==> config.mk <==
export PLATFORM = sky130hd
export DESIGN_NAME = tcw_ctrl
export DESIGN_NICKNAME = d
export VERILOG_FILES = /design/src/sv/tcw_pkg.sv /design/src/sv/tcw_ctrl.sv
export SDC_FILE = /design/constraint.sdc
export NUM_CORES = 1
export LEC_CHECK = 0
export BUFFER_PORTS_ARGS = -buffer_cell sky130_fd_sc_hd__buf_2
export CAP_MARGIN = 40
export CORE_AREA = 2 2 103 105
export CTS_BUF_LIST = sky130_fd_sc_hd__clkbuf_4
export DETAILED_ROUTE_END_ITERATION = 12
export DIE_AREA = 0 0 105 107
export PLACE_DENSITY = 0.64
export SLEW_MARGIN = 10
export SYNTH_ARGS = -nofsm -noshare
export SYNTH_HDL_FRONTEND = slang
export SYNTH_SLANG_ARGS = --single-unit
==> constraint.sdc <==
create_clock -name i_clk -period 3.24 [get_ports i_clk]
set_clock_uncertainty 0.1 [all_clocks]
set_input_delay 0.162 -clock i_clk [delete_from_list [all_inputs] [get_ports i_clk]]
set_output_delay 0.162 -clock i_clk [all_outputs]
set_load 0.005 [all_outputs]
==> src/sv/tcw_pkg.sv <==
`timescale 1ns / 1ps
// ----------------------------------------------------------------------------
// Text console writer package
// Screen geometry, cell layout, operation codes and the transfer types shared
// by the console writer modules.
// ----------------------------------------------------------------------------
package tcw_pkg;

    localparam int COLUMNS = 80;
    localparam int ROWS    = 25;
    localparam int CELLS   = COLUMNS * ROWS;

    localparam int ADDR_W    = $clog2(CELLS);
    localparam int ROW_W     = $clog2(ROWS);
    localparam int COL_W     = $clog2(COLUMNS);
    localparam int CELL_W    = 16;
    localparam int COLOUR_W  = 8;
    localparam int CHAR_W    = 8;
    localparam int OP_W      = 2;
    localparam int INDEX_W   = 11;
    localparam int ROW_OUT_W = 5;
    localparam int COL_OUT_W = 7;

    localparam logic [OP_W-1:0] OP_PUT   = 2'd0;
    localparam logic [OP_W-1:0] OP_CLEAR = 2'd1;
    localparam logic [OP_W-1:0] OP_READ  = 2'd2;

    localparam logic [CHAR_W-1:0]   NEWLINE_CODE = 8'h0A;
    localparam logic [CHAR_W-1:0]   SPACE_CODE   = 8'h20;
    localparam logic [COLOUR_W-1:0] RESET_COLOUR = 8'h0A;

    typedef struct packed {
        logic [OP_W-1:0]    operation;
        logic [CHAR_W-1:0]  character;
        logic [INDEX_W-1:0] cell_index;
    } t_in_item;

    typedef struct packed {
        logic [CELL_W-1:0]    cell_value;
        logic [ROW_OUT_W-1:0] cursor_row;
        logic [COL_OUT_W-1:0] cursor_col;
        logic                 scrolled;
    } t_out_item;

    typedef struct packed {
        logic              we;
        logic [ADDR_W-1:0] waddr;
        logic [CELL_W-1:0] wdata;
        logic              re;
        logic [ADDR_W-1:0] raddr;
    } t_ram_req;

    function automatic logic [CELL_W-1:0] blank_cell(input logic [COLOUR_W-1:0] colour);
        return {colour, SPACE_CODE};
    endfunction

endpackage

==> src/sv/tcw_ctrl.sv <==
`timescale 1ns / 1ps
// ----------------------------------------------------------------------------
// Text console writer sequencer
// Cursor state, operation decode and the screen walker that clears or scrolls
// the store one cell per cycle; scroll source addresses share one adder with the cursor.
// ----------------------------------------------------------------------------
module tcw_ctrl (
    input  logic                          i_clk,
    input  logic                          i_rst_n,
    input  logic [tcw_pkg::COLOUR_W-1:0]  i_colour,
    input  logic                          i_in_valid,
    output logic                          o_in_stall,
    input  tcw_pkg::t_in_item             i_in_data,
    output logic                          o_res_valid,
    output tcw_pkg::t_out_item            o_res,
    input  logic                          i_res_take,
    output tcw_pkg::t_ram_req             o_ram,
    input  logic [tcw_pkg::CELL_W-1:0]    i_ram_rdata
);

    localparam logic [2:0] S_IDLE   = 3'd0;
    localparam logic [2:0] S_READ   = 3'd1;
    localparam logic [2:0] S_SCROLL = 3'd2;
    localparam logic [2:0] S_FILL   = 3'd3;
    localparam logic [2:0] S_DONE   = 3'd4;

    localparam logic [tcw_pkg::ADDR_W-1:0] LAST_CELL =
        tcw_pkg::ADDR_W'(tcw_pkg::CELLS - 1);
    localparam logic [tcw_pkg::ADDR_W-1:0] BOTTOM_ROW =
        tcw_pkg::ADDR_W'(tcw_pkg::CELLS - tcw_pkg::COLUMNS);
    localparam logic [tcw_pkg::ADDR_W-1:0] ROW_STEP =
        tcw_pkg::ADDR_W'(tcw_pkg::COLUMNS);
    localparam logic [tcw_pkg::ROW_W-1:0] LAST_ROW = tcw_pkg::ROW_W'(tcw_pkg::ROWS - 1);
    localparam logic [tcw_pkg::COL_W-1:0] LAST_COL = tcw_pkg::COL_W'(tcw_pkg::COLUMNS - 1);

    logic [2:0]                   r_state, n_state;
    logic [tcw_pkg::ADDR_W-1:0]   r_cnt, n_cnt;
    logic                         r_pend, n_pend;
    logic [tcw_pkg::ADDR_W-1:0]   r_pend_addr, n_pend_addr;
    logic                         r_init, n_init;
    logic                         r_rd_ok, n_rd_ok;
    logic [tcw_pkg::ROW_W-1:0]    r_row, n_row;
    logic [tcw_pkg::COL_W-1:0]    r_col, n_col;
    logic [tcw_pkg::ADDR_W-1:0]   r_base, n_base;
    logic [tcw_pkg::CELL_W-1:0]   r_value, n_value;
    logic                         r_scrolled, n_scrolled;

    logic [tcw_pkg::ADDR_W-1:0]   w_sum;
    logic                         w_in_range;

    // Shared adder: cursor cell address when idle, scroll source otherwise
    assign w_sum = (r_state == S_IDLE) ? r_base + tcw_pkg::ADDR_W'(r_col)
                                       : r_cnt + ROW_STEP;
    assign w_in_range = 32'(i_in_data.cell_index) < tcw_pkg::CELLS;

    always_comb begin
        n_state     = r_state;
        n_cnt       = r_cnt;
        n_pend      = r_pend;
        n_pend_addr = r_pend_addr;
        n_init      = r_init;
        n_rd_ok     = r_rd_ok;
        n_row       = r_row;
        n_col       = r_col;
        n_base      = r_base;
        n_value     = r_value;
        n_scrolled  = r_scrolled;
        o_ram       = '0;

        case (r_state)
            S_IDLE: begin
                if (i_in_valid) begin
                    n_scrolled = 1'b0;
                    n_value    = '0;
                    case (i_in_data.operation)
                        tcw_pkg::OP_PUT: begin
                            if (i_in_data.character != tcw_pkg::NEWLINE_CODE) begin
                                o_ram.we    = 1'b1;
                                o_ram.waddr = w_sum;
                                o_ram.wdata = {i_colour, i_in_data.character};
                            end
                            if (i_in_data.character == tcw_pkg::NEWLINE_CODE ||
                                r_col == LAST_COL) begin
                                n_col = '0;
                                if (r_row == LAST_ROW) begin
                                    n_scrolled = 1'b1;
                                    n_cnt      = '0;
                                    n_pend     = 1'b0;
                                    n_state    = S_SCROLL;
                                end else begin
                                    n_row   = r_row + 1'b1;
                                    n_base  = r_base + ROW_STEP;
                                    n_state = S_DONE;
                                end
                            end else begin
                                n_col   = r_col + 1'b1;
                                n_state = S_DONE;
                            end
                        end
                        tcw_pkg::OP_CLEAR: begin
                            n_cnt   = '0;
                            n_init  = 1'b0;
                            n_row   = '0;
                            n_col   = '0;
                            n_base  = '0;
                            n_state = S_FILL;
                        end
                        tcw_pkg::OP_READ: begin
                            o_ram.re    = 1'b1;
                            o_ram.raddr = w_in_range ?
                                          tcw_pkg::ADDR_W'(i_in_data.cell_index) : '0;
                            n_rd_ok     = w_in_range;
                            n_state     = S_READ;
                        end
                        default: begin
                            n_state = S_DONE;
                        end
                    endcase
                end
            end
            S_READ: begin
                n_value = r_rd_ok ? i_ram_rdata : '0;
                n_state = S_DONE;
            end
            S_SCROLL: begin
                // write back the row-below cell fetched last cycle
                if (r_pend) begin
                    o_ram.we    = 1'b1;
                    o_ram.waddr = r_pend_addr;
                    o_ram.wdata = i_ram_rdata;
                end
                if (r_cnt < BOTTOM_ROW) begin
                    o_ram.re    = 1'b1;
                    o_ram.raddr = w_sum;
                    n_pend      = 1'b1;
                    n_pend_addr = r_cnt;
                    n_cnt       = r_cnt + 1'b1;
                end else if (r_pend) begin
                    n_pend = 1'b0;
                end else begin
                    o_ram.we    = 1'b1;
                    o_ram.waddr = r_cnt;
                    o_ram.wdata = tcw_pkg::blank_cell(i_colour);
                    if (r_cnt == LAST_CELL) begin
                        n_state = S_DONE;
                    end else begin
                        n_cnt = r_cnt + 1'b1;
                    end
                end
            end
            S_FILL: begin
                o_ram.we    = 1'b1;
                o_ram.waddr = r_cnt;
                o_ram.wdata = r_init ? tcw_pkg::blank_cell(tcw_pkg::RESET_COLOUR)
                                     : tcw_pkg::blank_cell(i_colour);
                if (r_cnt == LAST_CELL) begin
                    n_init  = 1'b0;
                    n_state = r_init ? S_IDLE : S_DONE;
                end else begin
                    n_cnt = r_cnt + 1'b1;
                end
            end
            S_DONE: begin
                if (i_res_take) begin
                    n_state = S_IDLE;
                end
            end
            default: begin
                n_state = S_IDLE;
            end
        endcase
    end

    always_ff @(posedge i_clk) begin
        if (!i_rst_n) begin
            r_state <= S_FILL;
            r_cnt   <= '0;
            r_pend  <= 1'b0;
            r_init  <= 1'b1;
            r_row   <= '0;
            r_col   <= '0;
            r_base  <= '0;
        end else begin
            r_state <= n_state;
            r_cnt   <= n_cnt;
            r_pend  <= n_pend;
            r_init  <= n_init;
            r_row   <= n_row;
            r_col   <= n_col;
            r_base  <= n_base;
        end
    end

    always_ff @(posedge i_clk) begin
        r_pend_addr <= n_pend_addr;
        r_rd_ok     <= n_rd_ok;
        r_value     <= n_value;
        r_scrolled  <= n_scrolled;
    end

    assign o_in_stall  = (r_state != S_IDLE);
    assign o_res_valid = (r_state == S_DONE);

    always_comb begin
        o_res.cell_value = r_value;
        o_res.cursor_row = tcw_pkg::ROW_OUT_W'(r_row);
        o_res.cursor_col = tcw_pkg::COL_OUT_W'(r_col);
        o_res.scrolled   = r_scrolled;
    end

endmodule

# Word level (Yosys, flattened, before mapping)
# Index checks and enable logic that the tools add are counted.
[word_totals] regBits=68 inputBits=49 out_inout_bits=71 word_cells=120
[classes] n_addsub=6 order_cmp=2 n_eq_ne=27 n_mux=54 reduce_logical=20
[ops] operator="$mux W28" n=5
[ops] operator="$mux W11" n=10
[ops] operator="$pmux W28 S3" n=1
[ops] operator="$mux W16" n=3
[ops] operator="$pmux W11 S2" n=2
[ops] operator="$mux W40" n=1
[ops] operator="$pmux W11 S3" n=1
[ops] operator="$pmux W16 S2" n=1
[ops] operator="$mux W3" n=9
[ops] operator="$mux W12" n=2
[ops] operator="$pmux W12 S2" n=1
[ops] operator="$add A11 B7 Y11 const B" n=2
[ops] operator="$lt A11 B11 Y1 const B" n=2
[ops] operator="$pmux W3 S5" n=1
[ops] operator="$ne A2 B2 Y1 const B" n=7
[ops] operator="$pmux W7 S2" n=1
[ops] operator="$reduce_and A6 Y1" n=2
[ops] operator="$add A11 B1 Y11 const B" n=1
[ops] operator="$add A11 B7 Y11" n=1
[ops] operator="$eq A11 B11 Y1 const B" n=1
[ops] operator="$mux W5" n=2
[ops] operator="$ne A2 B1 Y1 const B" n=5
[ops] operator="$pmux W5 S2" n=1
[ops] operator="$reduce_and A5 Y1" n=2
[ops] operator="other kinds (25)" n=45

# Depth between registers and ports, before layout
[logic_depth] ltp_word=6 ltp_mapped=9 ltp_nobuf=7

# Worst setup path after synthesis
# OpenSTA, ideal clock, no wires.
[synth_timing] kind="reg-to-reg" startpoint="reg r_state[0]" endpoint="reg r_value[0] in the netlist's numbering, enable pin" setup_time_ns=0.409 arrival_time_ns=2.057 required_time_ns=2.731 slack_ns=0.674 path_stages_with_launch=5 path_buffers=2 cell_sequence="dfxtp_1 clkbuf_1 clkbuf_1 nor2_1 nor3_1"
[synth_via] elab_chain_len=3
[synth_lines] item="start, declared" line="tcw_ctrl.sv:36" rtl="logic [2:0] r_state, n_state;"
[synth_lines] item="start signal, assigned" line="tcw_ctrl.sv:184" rtl="r_state <= n_state;"
[synth_lines] item="$eq A3 B1 Y1 / $logic_not A3 Y1 (equally long branches)" line="tcw_ctrl.sv:70" rtl="case (r_state)"
[synth_lines] item="$reduce_bool A2 Y1 (no line) / $ne A2 B2 Y1 (equally long branches)"
[synth_lines] item="$reduce_and A2 Y1 (no line) *"
[synth_lines] item="end signal, assigned" line="tcw_ctrl.sv:197" rtl="r_value <= n_value;"
[synth_lines] item="end, declared" line="tcw_ctrl.sv:45" rtl="logic [tcw_pkg::CELL_W-1:0] r_value, n_value;"
# Mark *: on every way between the ends. The rest lies on a longest branch, timed or not.
# A chain may end at the register's enable or synchronous reset.

==> summary.txt <==
Flow run
  – Max-Cap Viols: 0

Global route
  – Number of global-route vias before repair: 3,875
  – Congestion Overflow GR: 0
  – Largest net degree at the start of global routing: 27
  – Initial antenna violation count: 0
  – Global Route Usage Sum: between 20 and 25%
  – First-pass GRT wire length: 19,700 µm

Placed design
  – DP HPWL: 9130 µm
  – Gpl congestion: 0.929
  – PortBufs: about 120
  – Placed instance count: between 600 and 700

Clocking
  – Clk slew on worst S/H paths: approximately 0.1 ns
  – CTS Buf Count: 9
  – CTS Root Buffer Type: clkbuf_4
  – H-tree depth: 3
  – Clock Tree Buf Depth: 2
  – CTS tree: built
  – CTS sink count: 64
  – Clk Latency, worst-skew pair: 0.44 ns

Critical path
  – Worst setup SP type: register
  – Req. time, crit path: roughly 3.0 ns
  – Worst Path Class, Setup: register to primary output
  – Largest fanout on the critical path: 10
  – Crit. End Element: primary output
  – Critical Path AT: 2.79 ns

Power
  – VDD IR-drop max: 0.185 mV
  – P per Cell Area: 299 nW/µm²
  – Logic gate share of total power: 6.5%
  – Leakage: 0.00215 µW
  – Pint: 1150 µW
  – Clock power frac: ~37%
  – Switching power: 350 µW
  – Share of power burned in registers: 56.5%
  – Net Sw Frac: between 20% and 30%

STA
  – Max Slew Vio Count: 0
  – Setup TNS: 0 ns
  – Worst-Margin Slew: 0.691 ns
  – Fmax: about 330 MHz
  – Period minus WS final: 3.05 ns
  – Crit share post-route: 94.1%
  – Slew Limit Headroom: 53.3%
  – # setup viols final: 0
  – Final Hold Vio Count: 0
  – RSZ-0062 raised after global routing: no

Detailed routing
  – Antenna-violating nets left: 0
  – Wirelength per Cell: 17.5 µm
  – DRC: 0
  – Drt pass-1 iters: 7
  – Total wire length: around 12,000 µm
  – Via count: 4,020
  – DR iter-0 viols: 265
  – Via density: 5.62

Synth
  – Mux cell area share after synthesis: less than 1%
  – Number of synthesized register bits: 64
  – Syn Nets: about 500
  – Synth Area in XOR/XNOR: approximately 5%
  – Avg Synthesized Cell Area: 8.90 µm²
  – Yosys warns: 0
  – Largest family of logic cells by synthesized area: compound AO/OA/AOI/OAI gates
  – Mapped Area: 3930 µm²
  – Fraction of registers with async set/reset: 0%
  – Mapped Cells: 441
  – Post-synth EDFFs: 29
  – Yosys cell types: 65
  – Synth Area in Compound Gates: 23.0%
  – Synth Area in Simple Gates: a little over a fifth
  – Top FF cell, synth: dfxtp_1
  – Seq/Total Area, Yosys: 40.0%
  – Synth Area in Adders: under 10%

Floorplan
  – Placeable Area: 10,100 µm²
  – DIE WIDTH: 105 µm
  – Initial Util: about two fifths
  – Die Area: around 11,000 µm²
  – IO Count: 120
  – DIE HEIGHT: 107 µm
  – Rows: 37

Finish
  – Ant diodes: 0
  – Fraction of layout cells with a size suffix above 1: 27.3%
  – Layout area overhead: 27.4%
  – Commonest non-fill, non-tap cell in the layout: buf_2
  – Final layout net count: 637
  – Commonest non-fill, non-tap cells in the layout: buf_2, nand2_1, nor2_1, dfxtp_1, o21ai_0
  – Filler Cell Count: 986
  – Layout Cells excl Fill: 715

Hold path
  – Hold Crit Class: input pin to register

Run status
  – Status: finished clean
path summary, 6_finish.rpt:
check / from / cells after the start / slack [ns] / to
setup / recovery: r_state[1]$_SDFFE_PN1P_ / 7 / 0.19 / o_ram[27]
hold / removal: i_in_data[20] / 3 / 0.04 / r_state[1]$_SDFFE_PN1P_
setup reg to reg: r_cnt[1]$_SDFFE_PN0P_ / 6 / 0.63 / r_state[2]$_SDFFE_PN0P_
hold reg to reg: r_base[10]$_SDFFE_PN0P_ / 2 / 0.44 / r_base[10]$_SDFFE_PN0P_
what timing repair did:
item                                    CTS  global route
endpoints found under the setup margin    0             3
gates resized for setup                   0             1
hold buffers                             20             0
buffers inserted                          0             0
endpoints found under the hold margin    22             0
sequential cells by signal, indices dropped and copies added (netlist names):
signal / count
r_pend: 1
r_pend_addr: 11
r_value: 16
r_cnt: 11
r_rd_ok: 1
r_state: 3
r_row: 5
r_init: 1
r_scrolled: 1
r_base: 7
r_col: 7
final cells by class:
type | instances | area [µm²] | area share [%]
clock buffer | 12 | 90.1 | 1.80
clock inverter | 4 | 45.0 | 0.900
multi-input combinational | 327 | 2150 | 43.0
inverter | 22 | 95.1 | 1.90
timing repair buffer | 150 | 878 | 17.6
tap | 136 | 170 | 3.40
sequential | 64 | 1570 | 31.4
layer usage:
| metal | GRT usage (%) | wire length, µm | vias up |
|---|---|---|---|
| met3 | 4.44 | 844 | 28 |
| met5 | 0 | 0 | - |
| met1 | 27.4 | 5360 | 1927 |
| met2 | 38.1 | 5930 | 166 |
| li1 | - | - | 1899 |
| met4 | 8.38 | 352 | 0 |
Yosys cell counts (all sizes together) (11+ instances only):
| cell type | instances | share of area, % |
|---|---|---|
| clkbuf | 21 | 2.0 |
| a21oi | 21 | 2.7 |
| nand3 | 11 | 1.4 |
| o21ai | 33 | 4.5 |
| nor3 | 12 | 1.5 |
| edfxtp | 29 | 22 |
| and2 | 19 | 3.0 |
| ha | 14 | 4.5 |
| a22o | 19 | 4.2 |
| inv | 21 | 2.0 |
| nor2 | 38 | 3.6 |
| xnor2 | 12 | 2.7 |
| nand2 | 39 | 3.7 |
| dfxtp | 35 | 18 |
worst max-delay path, cell delays in order, from the launching register on:
cell and delay [ns]:
dfxtp_1 0.42, or4b_4 0.65, nor2_1 0.12, buf_4 0.16
nand2_1 0.28, o21ai_1 0.39, a22o_1 0.22, buf_2 0.11
power by group through the flow:
stage                     clock network [µW]  logic, µW  registers (µW)
after floorplan                            0       31.5             862
after global placement                     0       78.0             865
after detailed placement                   0       78.8             866
after CTS                                565       97.5             847
after global routing                     594        108             849
final                                    553       97.8             847
logic make-up (layout without fill, tap and decap cells):
group	Yosys count	after routing
compound gates	127	127
fa+ha+maj	14	14
buf+inv	50	188
mux	3	3
flops	64	64
other cells	1	1
xor+xnor	22	22
simple gates	160	160
per-stage QoR:
stage               utilization [%]  setup WS, ns  power [µW]  area, µm²  hold slack, ns
global placement               46.3         0.654         943       4670           0.354
detailed placement             46.3         0.637         945       4670           0.358
global route                   49.6        0.0540        1550       5000          0.0599
CTS                            49.6         0.147        1510       5000          0.0165
floorplan                         -         0.674         893       3930           0.201
finish                         49.6         0.190        1500       5000          0.0447
Note: power is estimated with default switching activity, not from simulation.
